===== config.mk =====
export PLATFORM = sky130hd
export DESIGN_NAME = hilbert_morton_code_converter
export DESIGN_NICKNAME = d
export VERILOG_FILES = /design/src/rtl/hmc_pkg.sv /design/src/rtl/hmc_walk_stage.sv /design/src/rtl/hmc_out_stage.sv /design/src/rtl/hilbert_morton_code_converter.sv
export SDC_FILE = /design/constraint.sdc
export NUM_CORES = 1
export LEC_CHECK = 0
export ABC_CLOCK_PERIOD_IN_PS = 6500
export BUFFER_PORTS_ARGS = -buffer_cell sky130_fd_sc_hd__buf_2
export CAP_MARGIN = 20
export CORE_MARGIN = 5
export CORE_UTILIZATION = 40
export DETAILED_ROUTE_END_ITERATION = 16
export GPL_TIMING_DRIVEN = 0
export PLACE_DENSITY_LB_ADDON = 0.3
export SYNTH_ARGS = -nofsm -noshare
export SYNTH_HDL_FRONTEND = slang
export SYNTH_SLANG_ARGS = --single-unit

===== constraint.sdc =====
create_clock -name clk -period 6.5 [get_ports clk]
set_input_delay 0.65 -clock clk [delete_from_list [all_inputs] [get_ports clk]]
set_output_delay 0.65 -clock clk [all_outputs]
set_load 0.01 [all_outputs]

===== src/rtl/hmc_pkg.sv =====
package hmc_pkg;

	localparam int CODE_W         = 32;
	localparam int COORD_W        = 16;
	localparam int LVL_W          = 5;
	localparam int REMAP_W        = 8;
	localparam int COORD_BITS_DEF = 16;
	localparam int LVLS_PER_STAGE = 4;

	localparam logic [REMAP_W-1:0] REMAP_INIT = 8'hb4;
	localparam logic [31:0]        M2H_FLIP   = 32'h8200_0028;
	localparam logic [31:0]        H2M_FLIP   = 32'h3300_00cc;

	typedef enum logic [2:0] {
		OP_M2H  = 3'd0,
		OP_H2M  = 3'd1,
		OP_XY2M = 3'd2,
		OP_M2XY = 3'd3,
		OP_H2XY = 3'd4
	} op_t;

	typedef struct packed {
		op_t                op;
		logic [CODE_W-1:0]  code;
		logic [COORD_W-1:0] x;
		logic [COORD_W-1:0] y;
		logic [LVL_W-1:0]   levels;
		logic [REMAP_W-1:0] remap;
		logic [CODE_W-1:0]  acc;
	} hmc_item_t;

	// returns {next remap, mapped quadrant}
	function automatic logic [REMAP_W+1:0] walk_step(input logic [REMAP_W-1:0] remap,
			input logic [1:0] quad, input logic dir);
		logic [1:0]  mapped;
		logic [1:0]  sel;
		logic [31:0] flip;
		mapped = remap[{quad, 1'b0} +: 2];
		sel    = dir ? quad : mapped;
		flip   = dir ? H2M_FLIP : M2H_FLIP;
		return {remap ^ flip[{sel, 3'b000} +: REMAP_W], mapped};
	endfunction

	function automatic logic [CODE_W-1:0] interleave(input logic [COORD_W-1:0] x,
			input logic [COORD_W-1:0] y);
		logic [CODE_W-1:0] r;
		r = '0;
		for (int i = 0; i < COORD_W; i++) begin
			r[2*i]   = x[i];
			r[2*i+1] = y[i];
		end
		return r;
	endfunction

	// returns {y, x}
	function automatic logic [2*COORD_W-1:0] deinterleave(input logic [CODE_W-1:0] code);
		logic [COORD_W-1:0] a;
		logic [COORD_W-1:0] b;
		for (int i = 0; i < COORD_W; i++) begin
			a[i] = code[2*i];
			b[i] = code[2*i+1];
		end
		return {b, a};
	endfunction

endpackage


===== src/rtl/hmc_walk_stage.sv =====
module hmc_walk_stage #(
	parameter int FIRST_LV = 16
) (
	input  logic              clk,
	input  logic              arst_n,
	input  logic              in_valid,
	output logic              in_ready,
	input  hmc_pkg::hmc_item_t in_item,
	output logic              out_valid,
	input  logic              out_ready,
	output hmc_pkg::hmc_item_t out_item
);
	import hmc_pkg::*;

	localparam int NLV = LVLS_PER_STAGE;

	logic [REMAP_W-1:0] remap_w [NLV+1];
	logic [CODE_W-1:0]  acc_w   [NLV+1];
	logic               dir;
	hmc_item_t          nxt;
	logic               vld_s1;
	hmc_item_t          item_s1;

	assign dir        = (in_item.op != OP_M2H);
	assign remap_w[0] = in_item.remap;
	assign acc_w[0]   = in_item.acc;

	for (genvar k = 0; k < NLV; k++) begin : g_lv
		localparam int LV = FIRST_LV - k;
		if (LV >= 1) begin : g_act
			logic                act;
			logic [REMAP_W+1:0]  step;
			assign act  = (in_item.levels >= LVL_W'(LV));
			assign step = walk_step(remap_w[k], in_item.code[2*LV-1 -: 2], dir);
			assign remap_w[k+1] = act ? step[REMAP_W+1:2] : remap_w[k];
			assign acc_w[k+1]   = act ? (acc_w[k] | (CODE_W'(step[1:0]) << (2*LV-2)))
				: acc_w[k];
		end else begin : g_idle
			assign remap_w[k+1] = remap_w[k];
			assign acc_w[k+1]   = acc_w[k];
		end
	end

	always_comb begin
		nxt       = in_item;
		nxt.remap = remap_w[NLV];
		nxt.acc   = acc_w[NLV];
	end

	assign in_ready  = !vld_s1 || out_ready;
	assign out_valid = vld_s1;
	assign out_item  = item_s1;

	always_ff @(posedge clk or negedge arst_n) begin
		if (!arst_n) begin
			vld_s1 <= 1'b0;
		end else if (in_ready) begin
			vld_s1 <= in_valid;
		end
	end

	always_ff @(posedge clk) begin
		if (in_ready) begin
			item_s1 <= nxt;
		end
	end

endmodule


===== src/rtl/hmc_out_stage.sv =====
module hmc_out_stage #(
	parameter int COORD_BITS = 16
) (
	input  logic                       clk,
	input  logic                       arst_n,
	input  logic                       in_valid,
	output logic                       in_ready,
	input  hmc_pkg::hmc_item_t         in_item,
	output logic                       m_axis_tvalid,
	input  logic                       m_axis_tready,
	output logic [hmc_pkg::CODE_W+2*hmc_pkg::COORD_W-1:0] m_axis_tdata
);
	import hmc_pkg::*;

	localparam logic [COORD_W-1:0] CMASK = COORD_W'((64'd1 << COORD_BITS) - 64'd1);
	localparam logic [CODE_W-1:0]  KMASK = CODE_W'((64'd1 << (2*COORD_BITS)) - 64'd1);

	logic [CODE_W-1:0]    code_res;
	logic [2*COORD_W-1:0] xy_res;
	logic                 vld_s1;
	logic [CODE_W+2*COORD_W-1:0] res_s1;

	always_comb begin
		code_res = '0;
		xy_res   = '0;
		case (in_item.op)
			OP_M2H, OP_H2M: code_res = in_item.acc;
			OP_XY2M:        code_res = interleave(in_item.x & CMASK, in_item.y & CMASK);
			OP_M2XY:        xy_res   = deinterleave(in_item.code & KMASK);
			OP_H2XY:        xy_res   = deinterleave(in_item.acc);
			default: begin
				code_res = '0;
				xy_res   = '0;
			end
		endcase
	end

	assign in_ready      = !vld_s1 || m_axis_tready;
	assign m_axis_tvalid = vld_s1;
	assign m_axis_tdata  = res_s1;

	always_ff @(posedge clk or negedge arst_n) begin
		if (!arst_n) begin
			vld_s1 <= 1'b0;
		end else if (in_ready) begin
			vld_s1 <= in_valid;
		end
	end

	always_ff @(posedge clk) begin
		if (in_ready) begin
			res_s1 <= {xy_res, code_res};
		end
	end

	a_high_code_zero: assert property (@(posedge clk) disable iff (!arst_n)
		vld_s1 |-> ((res_s1[CODE_W-1:0] & ~KMASK) == '0))
		else $error("code bits above the curve order are set");

	a_xy_in_range: assert property (@(posedge clk) disable iff (!arst_n)
		vld_s1 |-> ((res_s1[CODE_W +: COORD_W] & ~CMASK) == '0)
			&& ((res_s1[CODE_W+COORD_W +: COORD_W] & ~CMASK) == '0))
		else $error("coordinate bits above the curve order are set");

	a_load_on_accept: assert property (@(posedge clk) disable iff (!arst_n)
		in_ready && in_valid |=> vld_s1)
		else $error("accepted item lost at the output register");

endmodule


===== src/rtl/hilbert_morton_code_converter.sv =====
// Converts between 2D Hilbert codes, Morton codes and x/y coordinates, one item per clock.
// From s_axis to m_axis an item passes one input register, WALK_STAGES walk registers (one
// per four curve levels of the top-down remap walk, COORD_BITS / 4 rounded up) and one output
// register. A new item may enter every cycle; m_axis_tready low stalls the pipe stage by
// stage, so free stages keep taking items. order_bits may only be written while no item is in
// flight and is sampled when an item enters; values above COORD_BITS act as COORD_BITS.
module hilbert_morton_code_converter #(
	parameter int COORD_BITS = hmc_pkg::COORD_BITS_DEF
) (
	input  logic                            clk,
	input  logic                            arst_n,
	input  logic                            order_bits_we,
	input  logic [hmc_pkg::LVL_W-1:0]       order_bits_wdata,
	input  logic                            s_axis_tvalid,
	output logic                            s_axis_tready,
	// code_in[31:0], x_in[47:32], y_in[63:48]
	input  logic [hmc_pkg::CODE_W+2*hmc_pkg::COORD_W-1:0] s_axis_tdata,
	// op[2:0]
	input  logic [2:0]                      s_axis_tuser,
	output logic                            m_axis_tvalid,
	input  logic                            m_axis_tready,
	// code_out[31:0], x_out[47:32], y_out[63:48]
	output logic [hmc_pkg::CODE_W+2*hmc_pkg::COORD_W-1:0] m_axis_tdata
);
	import hmc_pkg::*;

	localparam int WALK_STAGES = (COORD_BITS + LVLS_PER_STAGE - 1) / LVLS_PER_STAGE;
	localparam logic [LVL_W-1:0] MAX_LVL = LVL_W'(COORD_BITS);

	logic [LVL_W-1:0] order_bits_q;
	logic [LVL_W-1:0] lvl_sat;
	hmc_item_t        in_item;
	logic             vld_s1;
	hmc_item_t        item_s1;

	logic      vld_w  [WALK_STAGES+1];
	logic      rdy_w  [WALK_STAGES+1];
	hmc_item_t item_w [WALK_STAGES+1];

	always_ff @(posedge clk or negedge arst_n) begin
		if (!arst_n) begin
			order_bits_q <= LVL_W'(16);
		end else if (order_bits_we) begin
			order_bits_q <= order_bits_wdata;
		end
	end

	assign lvl_sat = (order_bits_q > MAX_LVL) ? MAX_LVL : order_bits_q;

	always_comb begin
		in_item.op     = op_t'(s_axis_tuser);
		in_item.code   = s_axis_tdata[CODE_W-1:0];
		in_item.x      = s_axis_tdata[CODE_W +: COORD_W];
		in_item.y      = s_axis_tdata[CODE_W+COORD_W +: COORD_W];
		in_item.levels = (op_t'(s_axis_tuser) == OP_H2XY) ? MAX_LVL : lvl_sat;
		in_item.remap  = REMAP_INIT;
		in_item.acc    = '0;
	end

	assign s_axis_tready = !vld_s1 || rdy_w[0];

	always_ff @(posedge clk or negedge arst_n) begin
		if (!arst_n) begin
			vld_s1 <= 1'b0;
		end else if (s_axis_tready) begin
			vld_s1 <= s_axis_tvalid;
		end
	end

	always_ff @(posedge clk) begin
		if (s_axis_tready) begin
			item_s1 <= in_item;
		end
	end

	assign vld_w[0]  = vld_s1;
	assign item_w[0] = item_s1;

	for (genvar g = 0; g < WALK_STAGES; g++) begin : g_walk
		hmc_walk_stage #(
			.FIRST_LV(COORD_BITS - g*LVLS_PER_STAGE)
		) u_walk (
			.clk      (clk),
			.arst_n   (arst_n),
			.in_valid (vld_w[g]),
			.in_ready (rdy_w[g]),
			.in_item  (item_w[g]),
			.out_valid(vld_w[g+1]),
			.out_ready(rdy_w[g+1]),
			.out_item (item_w[g+1])
		);
	end

	hmc_out_stage #(
		.COORD_BITS(COORD_BITS)
	) u_out (
		.clk          (clk),
		.arst_n       (arst_n),
		.in_valid     (vld_w[WALK_STAGES]),
		.in_ready     (rdy_w[WALK_STAGES]),
		.in_item      (item_w[WALK_STAGES]),
		.m_axis_tvalid(m_axis_tvalid),
		.m_axis_tready(m_axis_tready),
		.m_axis_tdata (m_axis_tdata)
	);

	a_ready_chain: assert property (@(posedge clk) disable iff (!arst_n)
		m_axis_tready |-> s_axis_tready)
		else $error("input stalled while the output drains");

	a_in_hold: assert property (@(posedge clk) disable iff (!arst_n)
		vld_s1 && !rdy_w[0] |=> vld_s1 && $stable(item_s1))
		else $error("input stage changed under a stall");

	a_levels_sat: assert property (@(posedge clk) disable iff (!arst_n)
		vld_s1 |-> item_s1.levels <= MAX_LVL)
		else $error("level count above the curve order");

endmodule

After elaboration in Yosys (flattened, before gate mapping)
Cells that the tools add are included.
{ "word_totals": {"ff_bits": 582, "out_inout_bits": 66} }
{ "op_classes": {"magnitude_cmp": 17, "eq_ne": 5, "shifts": 31, "muxes": 52, "bitwise_logic": 30, "reduce_logical": 19} }
{ "ops": {"columns": ["operator", "n"], "rows": [
  ["$mux W32", 20],
  ["$shiftx A32 B6 Y8", 15],
  ["$pmux W32 S2", 2],
  ["$mux W8", 15],
  ["$shiftx A8 B4 Y2", 15],
  ["$xor A8 B8 Y8", 14],
  ["$ge A5 B4 Y1 const B", 8],
  ["$or A32 B10 Y32", 1],
  ["$or A32 B12 Y32", 1],
  ["$or A32 B14 Y32", 1],
  ["$or A32 B16 Y32", 1],
  ["$or A32 B18 Y32", 1],
  ["$or A32 B2 Y32", 1],
  ["$or A32 B20 Y32", 1],
  ["$or A32 B22 Y32", 1],
  ["$or A32 B24 Y32", 1],
  ["$or A32 B26 Y32", 1],
  ["$or A32 B28 Y32", 1],
  ["$or A32 B30 Y32", 1],
  ["$or A32 B4 Y32", 1],
  ["$or A32 B6 Y32", 1],
  ["$or A32 B8 Y32", 1],
  ["$mux W2", 15],
  ["$ge A5 B3 Y1 const B", 4],
  ["14 further kinds", 31]
]} }

Depth between registers and ports, before layout
Gate-level depths: netlist of the first run.
{ "logic_depth": {"word_depth": 20, "ltp_mapped": 16, "mapped_depth_nobuf": 15} }

By module
A second synthesis of the first run with hierarchy kept.
{ "hier_totals": {"hier_cells": 1809, "area_unflattened_um2": 26245.2} }
{ "modules_own_cells": {"columns": ["module", "n_inst", "cells_each", "area_per_inst_um2"], "rows": [
  ["hmc_walk_stage (g_walk[3].u_walk)", 1, 413, 5390.2],
  ["hmc_walk_stage (g_walk[0].u_walk)", 1, 393, 5320.1],
  ["hmc_walk_stage (g_walk[2].u_walk)", 1, 389, 5277.6],
  ["hmc_walk_stage (g_walk[1].u_walk)", 1, 366, 5072.4],
  ["hmc_out_stage", 1, 155, 2740.1],
  ["hilbert_morton_code_converter", 1, 93, 2444.8]
]} }

Worst setup path before layout of the first run
OpenSTA, ideal clock, no wires.
{ "synth_timing": {"path_type": "input-to-reg", "startpoint": "input port m_axis_tready", "endpoint": "register item_s1[100] (netlist name) (enable)", "arrival_time_ps": 5954, "required_time_ps": 5540, "path_slack_ps": -414, "path_stages": 4, "n_path_buf": 0, "path_cell_list": "nor2b_1 nand3_1 nor2_1 nand3_1"} }
{ "synth_via": {"elab_chain_len": 6} }
{ "synth_rtl": {"columns": ["element", "line_no", "source"], "rows": [
  ["start, declared", "hilbert_morton_code_converter.sv:21", "input logic m_axis_tready,"],
  ["$logic_or A1 B1 Y1", "hmc_out_stage.sv:38", "assign in_ready = !vld_s1 || m_axis_tready;"],
  ["$logic_or A1 B1 Y1 (2 in series)", "hmc_walk_stage.sv:50", "assign in_ready = !vld_s1 || out_ready;"],
  ["via g_walk[1].u_walk.out_ready", "hmc_walk_stage.sv:10", "input logic out_ready,"],
  ["$logic_or A1 B1 Y1 (2 in series)", "hmc_walk_stage.sv:50", null],
  ["$logic_or A1 B1 Y1", "hilbert_morton_code_converter.sv:60", "assign s_axis_tready = !vld_s1 || rdy_w[0];"],
  ["via s_axis_tready", "hilbert_morton_code_converter.sv:15", "output logic s_axis_tready,"],
  ["end signal, assigned", "hilbert_morton_code_converter.sv:72", "item_s1 <= in_item;"],
  ["end, declared", "hilbert_morton_code_converter.sv:34", "hmc_item_t item_s1;"]
]} }
The timed path passes the listed nets, and every way through them passes these cells.
A chain may end at the register's enable or synchronous reset.

==> results of run 1 <==
[path summary, 6_finish.rpt]
check                                              start                             to  slack [ps]  cells past startpoint
max in group asynchronous                         arst_n                order_bits_q[4]        5760                      2
hold reg to reg            g_walk[1].u_walk.out_item[72]  g_walk[2].u_walk.out_item[72]         390                      0
setup reg to reg           g_walk[0].u_walk.out_item[43]  g_walk[1].u_walk.out_item[39]        1480                     15
setup / recovery           g_walk[0].u_walk.out_item[43]  g_walk[1].u_walk.out_item[39]        1480                     15
min in group asynchronous                         arst_n                order_bits_q[2]         460                      2
hold / removal                          s_axis_tdata[22]                    item_s1[99]         210                      1
[report_power, final]
part	internal [mW]	switching [mW]	leakage, nW
logic	0.989	1.61	3.06
registers	4.83	0.432	5.53
clock network	1.99	1.29	0.931
total	7.81	3.33	9.52
[layer usage]
metal / wire length [um] / vias to the layer above / global-route usage, % / share of wire, %
met1: 22100 / 6521 / 22.6 / 43
met3: 2860 / 98 / 2.87 / 5.6
met4: 1700 / 0 / 5.66 / 3.3
met2: 24700 / 423 / 27.6 / 48
met5: 0 / - / 0 / 0
li1: - / 6273 / - / -
[Yosys cell counts, types with 15 or more instances]
| library cell | n | area [sq um] |
|---|---|---|
| a211oi_1 | 18 | 135 |
| a21oi_1 | 50 | 250 |
| a22o_1 | 65 | 569 |
| a31oi_1 | 16 | 100 |
| and2_1 | 20 | 125 |
| clkbuf_1 | 58 | 218 |
| edfxtp_1 | 523 | 15700 |
| inv_1 | 29 | 109 |
| mux2i_1 | 35 | 350 |
| nand2_1 | 69 | 259 |
| nand2b_1 | 15 | 93.8 |
| nand3_1 | 33 | 165 |
| nor2_1 | 89 | 334 |
| nor3_1 | 59 | 295 |
| o21ai_0 | 30 | 150 |
| or3_1 | 22 | 138 |
| xnor2_1 | 46 | 403 |
| xor2_1 | 30 | 263 |
[timing repair]
item,CTS,global route
hold endpoints to repair,10,0
setup buffers,0,0
hold buffers,1,0
setup endpoints to repair,0,0
[sequential cells by signal, summed over array words and instances, names as in the netlist]
name / count
g_walk.u_walk.out_valid: 4
u_out.m_axis_tvalid: 1
u_out.m_axis_tdata: 64
vld_s1: 1
g_walk.u_walk.out_item: 387
order_bits_q: 5
item_s1: 72
[placed cells by master, fill, tap and decap left out, types with 20 or more instances in the layout]
| cell | Yosys | layout |
|---|---|---|
| a22o_1 | 65 | 65 |
| or3_1 | 22 | 22 |
| mux2i_1 | 35 | 35 |
| o21ai_0 | 30 | 30 |
| clkbuf_16 | 0 | 54 |
| xor2_1 | 30 | 30 |
| nand3_1 | 33 | 31 |
| a21oi_1 | 50 | 50 |
| xnor2_1 | 46 | 46 |
| nand2_1 | 69 | 67 |
| edfxtp_1 | 523 | 523 |
| buf_2 | 8 | 150 |
| nor2_1 | 89 | 89 |
| and2_1 | 20 | 20 |
| clkbuf_1 | 58 | 65 |
| nor3_1 | 59 | 59 |
| inv_1 | 29 | 27 |
[cell families (layout without fill, tap and decap cells)]
logic type | Yosys count | in the layout | share of synthesized area [%]
AO/OA/AOI/OAI | 308 | 308 | 10.6
XOR/XNOR | 78 | 78 | 3.19
adder cells (fa/ha/maj) | 1 | 1 | 0.0561
buffers and inverters | 101 | 348 | 1.78
flip-flops | 534 | 534 | 71.7
multiplexers | 57 | 57 | 3.07
AND/OR/NAND/NOR | 405 | 405 | 9.55
[through the flow]
stage | instances | cell area (sq um) | TNS [ps]
final | 2479 | 26000 | 0
after global routing | 2479 | 26000 | 0
after CTS | 2479 | 26000 | 0
after detailed placement | 2379 | 24100 | 0
after global placement | 2374 | 23900 | -324400
after floorplan | 1484 | 22300 | 0
[final cells by class]
cell class / instances / area (sq um)
plain buffers: 71 / 284
clock buffers: 62 / 1390
clock inverters: 37 / 534
fillers: 4778 / 29000
inverters: 30 / 118
multi-input cells: 849 / 5940
flip-flops and latches: 534 / 16000
well taps: 748 / 936
repair buffers: 148 / 858
[worst reg2reg max path, delay by kind of cell, from the launching register on]
| family | cells | cell delay, ps |
|---|---|---|
| compound gates | 7 | 1880 |
| flops | 1 | 380 |
| simple gates | 3 | 790 |
| xor+xnor | 2 | 490 |
| buf+inv | 3 | 1180 |
==> flow_summary_export.csv, run 1 <==
group,metric,value,unit
run_status,status,"finished clean",
timing,setup_slack,1480,ps
cts,cts.repair.resized,0,
global_routing,grt_pass1_vias,13200,
drt,dr.pass1.iters,6,
yosys,synth-seq-cells,534,
cts,clk_latency,610,ps
layout,drive_gt1_share,17.8,%
worst_setup_path,slowest_delay,650,ps
worst_setup_path,critPathLaunchType,"flip-flop",
timing,worst_hold_slack,215,ps
layout,diodes,0,
timing,max_freq,199,MHz
yosys,synth_area_per_cell,15.0,sq um
cts,cts_buffers,54,
global_routing,antenna_found_initial,1,
drt,drtIter0Drc,1013,
yosys,yosysSeqAreaShare,71.7,%
yosys,async_flop_share,2.06,%
global_routing,grtUsageTotal,16.7,%
yosys,yosysWarnings,0,
place,dp_hpwl,36600,um
global_routing,grt_pass1_wl,78700,um
cts,clkTransAtPathRegs,60,ps
layout,nets,1766,
floorplan,coreArea,55100,sq um
yosys,ys_types,95,
cts,ctsHtreeMaxLevel,2,
worst_setup_path,critPathCaptureType,"flip-flop",
global_routing,grt_max_degree,65,
timing,hold_violations,0,
power,peakVddDrop,233,uV
worst_setup_path,crit_required,6820,ps
hold_path,hp-class,"in2reg",
floorplan,die_h,246,um
worst_setup_path,arrival,5340,ps
layout,syn_to_final_growth,16.9,%
yosys,syn_inst,1484,
drt,vias,13300,
cts,root_buffer,"clkbuf_16",
place,place.gp.congestion,0.869,
power,p_leak,9.52,nW
worst_setup_path,cp_top_family,"compound AO/OA/AOI/OAI gates",
worst_setup_path,slowest_stage,"a211oi_1",
global_routing,overflow,0,
timing,min_period_over_period,77.2,%
worst_setup_path,crit_top_cell,"clkbuf_1",
floorplan,rows,86,
floorplan,io_pins,143,
cts,cts_sinks,534,
flow_run,drv_cap,0,
yosys,synth-main-ff-cell,"edfxtp_1",
timing,maxSlewViolCount,0,
power,p_per_area,428,nW/um^2
drt,ant_nets,0,
timing,rsz0062_at_grt,"no",
worst_setup_path,cp_max_fo,10,
layout,fin_util,47.3,%
place,numPortBuffers,142,
worst_setup_path,crit_chain,"clkbuf_1 > a21o_1 > clkbuf_1 > clkbuf_1 > o211a_1 > o221ai_1 > a211oi_1 > nor4_1 > nor4_2 > o221ai_1 > xnor2_1 > a2bb2oi_1 > nand2_1 > o22ai_1 > xnor2_1",
floorplan,die_x,246,um
timing,period_needed,5020,ps
timing,maxSlewHeadroom,25.5,%
floorplan,dieArea,60500,sq um
timing,setup_viol,0,
drt,drc,0,
yosys,netlist_area,22300,sq um
place,dp_slack,1610,ps
drt,wl_per_cell,20.7,um
worst_setup_path,critPathKind,"reg2reg",
cts,cts_tree,"done",
drt,viasPerCell,5.37,
power,p_total,11.1,mW
cts,clk_path_buf_depth,3,
timing,skew,36.4,ps
drt,wirelength,51300,um
yosys,syn_nets,1562,
yosys,synth_edf_count,523,
timing,worst_pin_slew,1120,ps
floorplan,initial_core_util,40.4,%
worst_setup_path,cp_num_buf_inv,3,
(Power assumes the default switching activity.)
==> run 2: changes to the inputs <==
--- a/config.mk
+++ b/config.mk
@@ -5,7 +5,8 @@
 export SDC_FILE = /design/constraint.sdc
 export NUM_CORES = 1
 export LEC_CHECK = 0
-export ABC_CLOCK_PERIOD_IN_PS = 6500
+export ABC_AREA = 1
+export ABC_CLOCK_PERIOD_IN_PS = 4990
 export BUFFER_PORTS_ARGS = -buffer_cell sky130_fd_sc_hd__buf_2
 export CAP_MARGIN = 20
 export CORE_MARGIN = 5
==> constraint.sdc (replaced) <==
create_clock -name clk -period 4.99 [get_ports clk]
set_input_delay 0.499 -clock clk [delete_from_list [all_inputs] [get_ports clk]]
set_output_delay 0.499 -clock clk [all_outputs]
set_load 0.01 [all_outputs]
==> flow_summary_export.csv, run 2 <==
group,metric,value,unit
yosys,yosysMostFrequentCell,"edfxtp_1",
hold_path,hp-class,"in2reg",
layout,drive_gt1_share,16.7,%
layout,diodes,0,
drt,vias,12600,
floorplan,die_h,241,um
global_routing,grtUsageTotal,15.5,%
timing,worst_hold_slack,69.2,ps
global_routing,grt_max_degree,64,
drt,ant_nets,0,
layout,largest_register_ffs,387,
timing,setup_viol,0,
layout,final_cell_area,24800,sq um
timing,worst_pin_slew,973,ps
global_routing,antenna_found_initial,0,
timing,hold_violations,0,
yosys,netlist_area,21300,sq um
drt,wl_per_cell,17.3,um
cts,clk_path_buf_depth,3,
floorplan,rows,84,
yosys,synth_area_leader_cell,"edfxtp_1",
layout,layout.area.seq,16000,sq um
layout,multiInputGateArea,4260,sq um
yosys,async_flop_share,2.06,%
yosys,yosysTopAreaCellShare,73.8,%
floorplan,dieArea,57900,sq um
hold_path,hp-start,"s_axis_tdata[63]",
yosys,syn_inst,1646,
power,p_per_area,535,nW/um^2
cts,ctsHtreeMaxLevel,2,
yosys,yosysSeqAreaShare,75.1,%
layout,mostFrequentLayoutCells,"edfxtp_1, nand2_1, inv_1",
worst_setup_path,arrival,4110,ps
run_status,status,"finished clean",
worst_setup_path,critPathKind,"reg2out",
power,p_int,9.34,mW
place,dp_hpwl,31000,um
yosys,synth-main-ff-cell,"edfxtp_1",
yosys,yosysWarnings,0,
cts,root_buffer,"clkbuf_16",
timing,maxSlewHeadroom,35.1,%
layout,nets,1933,
yosys,ys_top_cells_by_area,"edfxtp_1, nand2_1, inv_1",
place,place.gp.congestion,0.862,
floorplan,initial_core_util,40.4,%
layout,n_fill_cell,4601,
power,sw_frac_of_total,29.8,%
global_routing,grt_pass1_wl,70000,um
place,numPortBuffers,141,
yosys,ys_types,47,
global_routing,overflow,0,
cts,clk_latency,600,ps
yosys,synth_common_cells,"edfxtp_1, nand2_1, inv_1, nand3_1, nor2_1",
layout,layout_commonest_cell,"edfxtp_1",
floorplan,io_pins,143,
timing,max_freq,217,MHz
timing,min_period_over_period,92.3,%
floorplan,coreArea,52700,sq um
drt,viasPerCell,4.88,
timing,skew,15.0,ps
worst_setup_path,critPathCaptureType,"primary output",
power,p_switching,3.96,mW
worst_setup_path,ff2ff_setup_slack,1300,ps
place,dpl_cell_area,23100,sq um
worst_setup_path,crit_required,4490,ps
power,combPwrFrac,20.7,%
timing,setup_tns,0,ps
cts,cts_sinks,534,
worst_setup_path,critPathLaunchType,"flip-flop",
drt,drc,0,
drt,drtIter0Drc,817,
cts,clkTransAtPathRegs,60,ps
worst_setup_path,worstReg2RegStart,"u_out.m_axis_tvalid",
flow_run,drv_cap,0,
global_routing,grt_pass1_vias,12800,
layout,syn_to_final_growth,16.7,%
layout,fin_util,47.2,%
worst_setup_path,cp_max_fo,42,
worst_setup_path,critPathLaunch,"u_out.m_axis_tvalid",
power,clkPwrFrac,29.3,%
yosys,synth_edf_count,523,
power,p_leak,10.4,nW
cts,cts_buffers,54,
timing,period_needed,4610,ps
timing,maxSlewViolCount,0,
yosys,synth-seq-cells,534,
yosys,synth_area_per_cell,12.9,sq um
cts,cts_tree,"done",
yosys,syn_nets,1724,
power,peakVddDrop,245,uV
floorplan,die_x,241,um
power,seq_power_share,50.0,%
drt,dr.pass1.iters,5,
drt,wirelength,44700,um
## run 2: cell types whose count changed in the layout (fill, tap and decap cells not counted), sizes merged, moves of 57 or more
cell and change:
nand2 +280, inv +225, nand3 +128, a22o -65
o22ai +60, nor3 -57
## run 2: power by group through the flow
stage	clock, mW	sequential, mW	combinational, mW
floorplan	0	6.65	1.90
global placement	0	6.78	2.65
detailed placement	0	6.76	2.76
CTS	4.03	6.67	2.77
global route	4.22	6.76	3.12
finish	3.90	6.65	2.75
## run 2: final timing paths
check | to | depth (start not counted)
setup / recovery | s_axis_tready | 15
hold / removal | item_s1[60] | 1
setup reg to reg | g_walk[0].u_walk.out_item[86] | 14
hold reg to reg | g_walk[3].u_walk.out_item[13] | 0
max in group asynchronous | order_bits_q[4] | 2
min in group asynchronous | g_walk[2].u_walk.out_valid | 2
## run 2: kinds of logic after synthesis
| kind of cell | Yosys count | share of synthesized area [%] |
|---|---|---|
| AO/OA/AOI/OAI | 130 | 3.68 |
| XOR/XNOR | 45 | 1.85 |
| adder cells (fa/ha/maj) | 1 | 0.0588 |
| buffers and inverters | 277 | 5.03 |
| flip-flops | 534 | 75.1 |
| multiplexers | 1 | 0.0470 |
| AND/OR/NAND/NOR | 658 | 14.3 |
## run 2: timing repair
action,in CTS,in global routing
gates resized for setup,3,1
setup endpoints to repair,1,1
buffers inserted,1,0
endpoints found under the hold margin,11,0
hold buffers,1,0
cloned,1,0
## run 2: critical path, cell delays in order (launching register included)
cell        delay [ps]
dfrtp_1            340
inv_1               40
nor2_1             170
inv_4              200
buf_12             250
nor2_2             290
clkinvlp_4         160
nor2_1             180
clkinvlp_4         220
buf_12             240
nor2_1             190
inv_4              240
nor2_4             280
nand2_8            240
buf_16             270
buf_2              170
## run 2: per-layer routing
metal / routed length, um / GRT usage [%] / vias to the layer above
li1: - / - / 6163
met4: 1170 / 4.92 / 0
met2: 21800 / 26.2 / 316
met1: 19300 / 20.6 / 6069
met5: 0 / 0 / -
met3: 2410 / 2.81 / 66
## run 2: layout make-up
cell class                      instances  area share (%)
Sequential cell                       534            64.3
Clock inverter                         33            1.32
Multi-Input combinational cell        835            17.2
Timing Repair Buffer                  152            3.73
Buffer                                 23           0.463
Inverter                              254            3.91
Tap cell                              688            3.46
Timing Repair inverter                  1          0.0201
Clock buffer                           65            5.61
## run 2: through the flow
| stage | power, mW | instances | setup slack [ps] |
|---|---|---|---|
| 3_3_place_gp | 9.43 | 2475 | -9000 |
| 3_5_place_dp | 9.51 | 2484 | -421 |
| 6_report | 13.3 | 2585 | 384 |
| 2_1_floorplan | 8.55 | 1646 | -3970 |
| 4_1_cts | 13.5 | 2585 | 23.7 |
| 5_1_grt | 14.1 | 2585 | -22.9 |
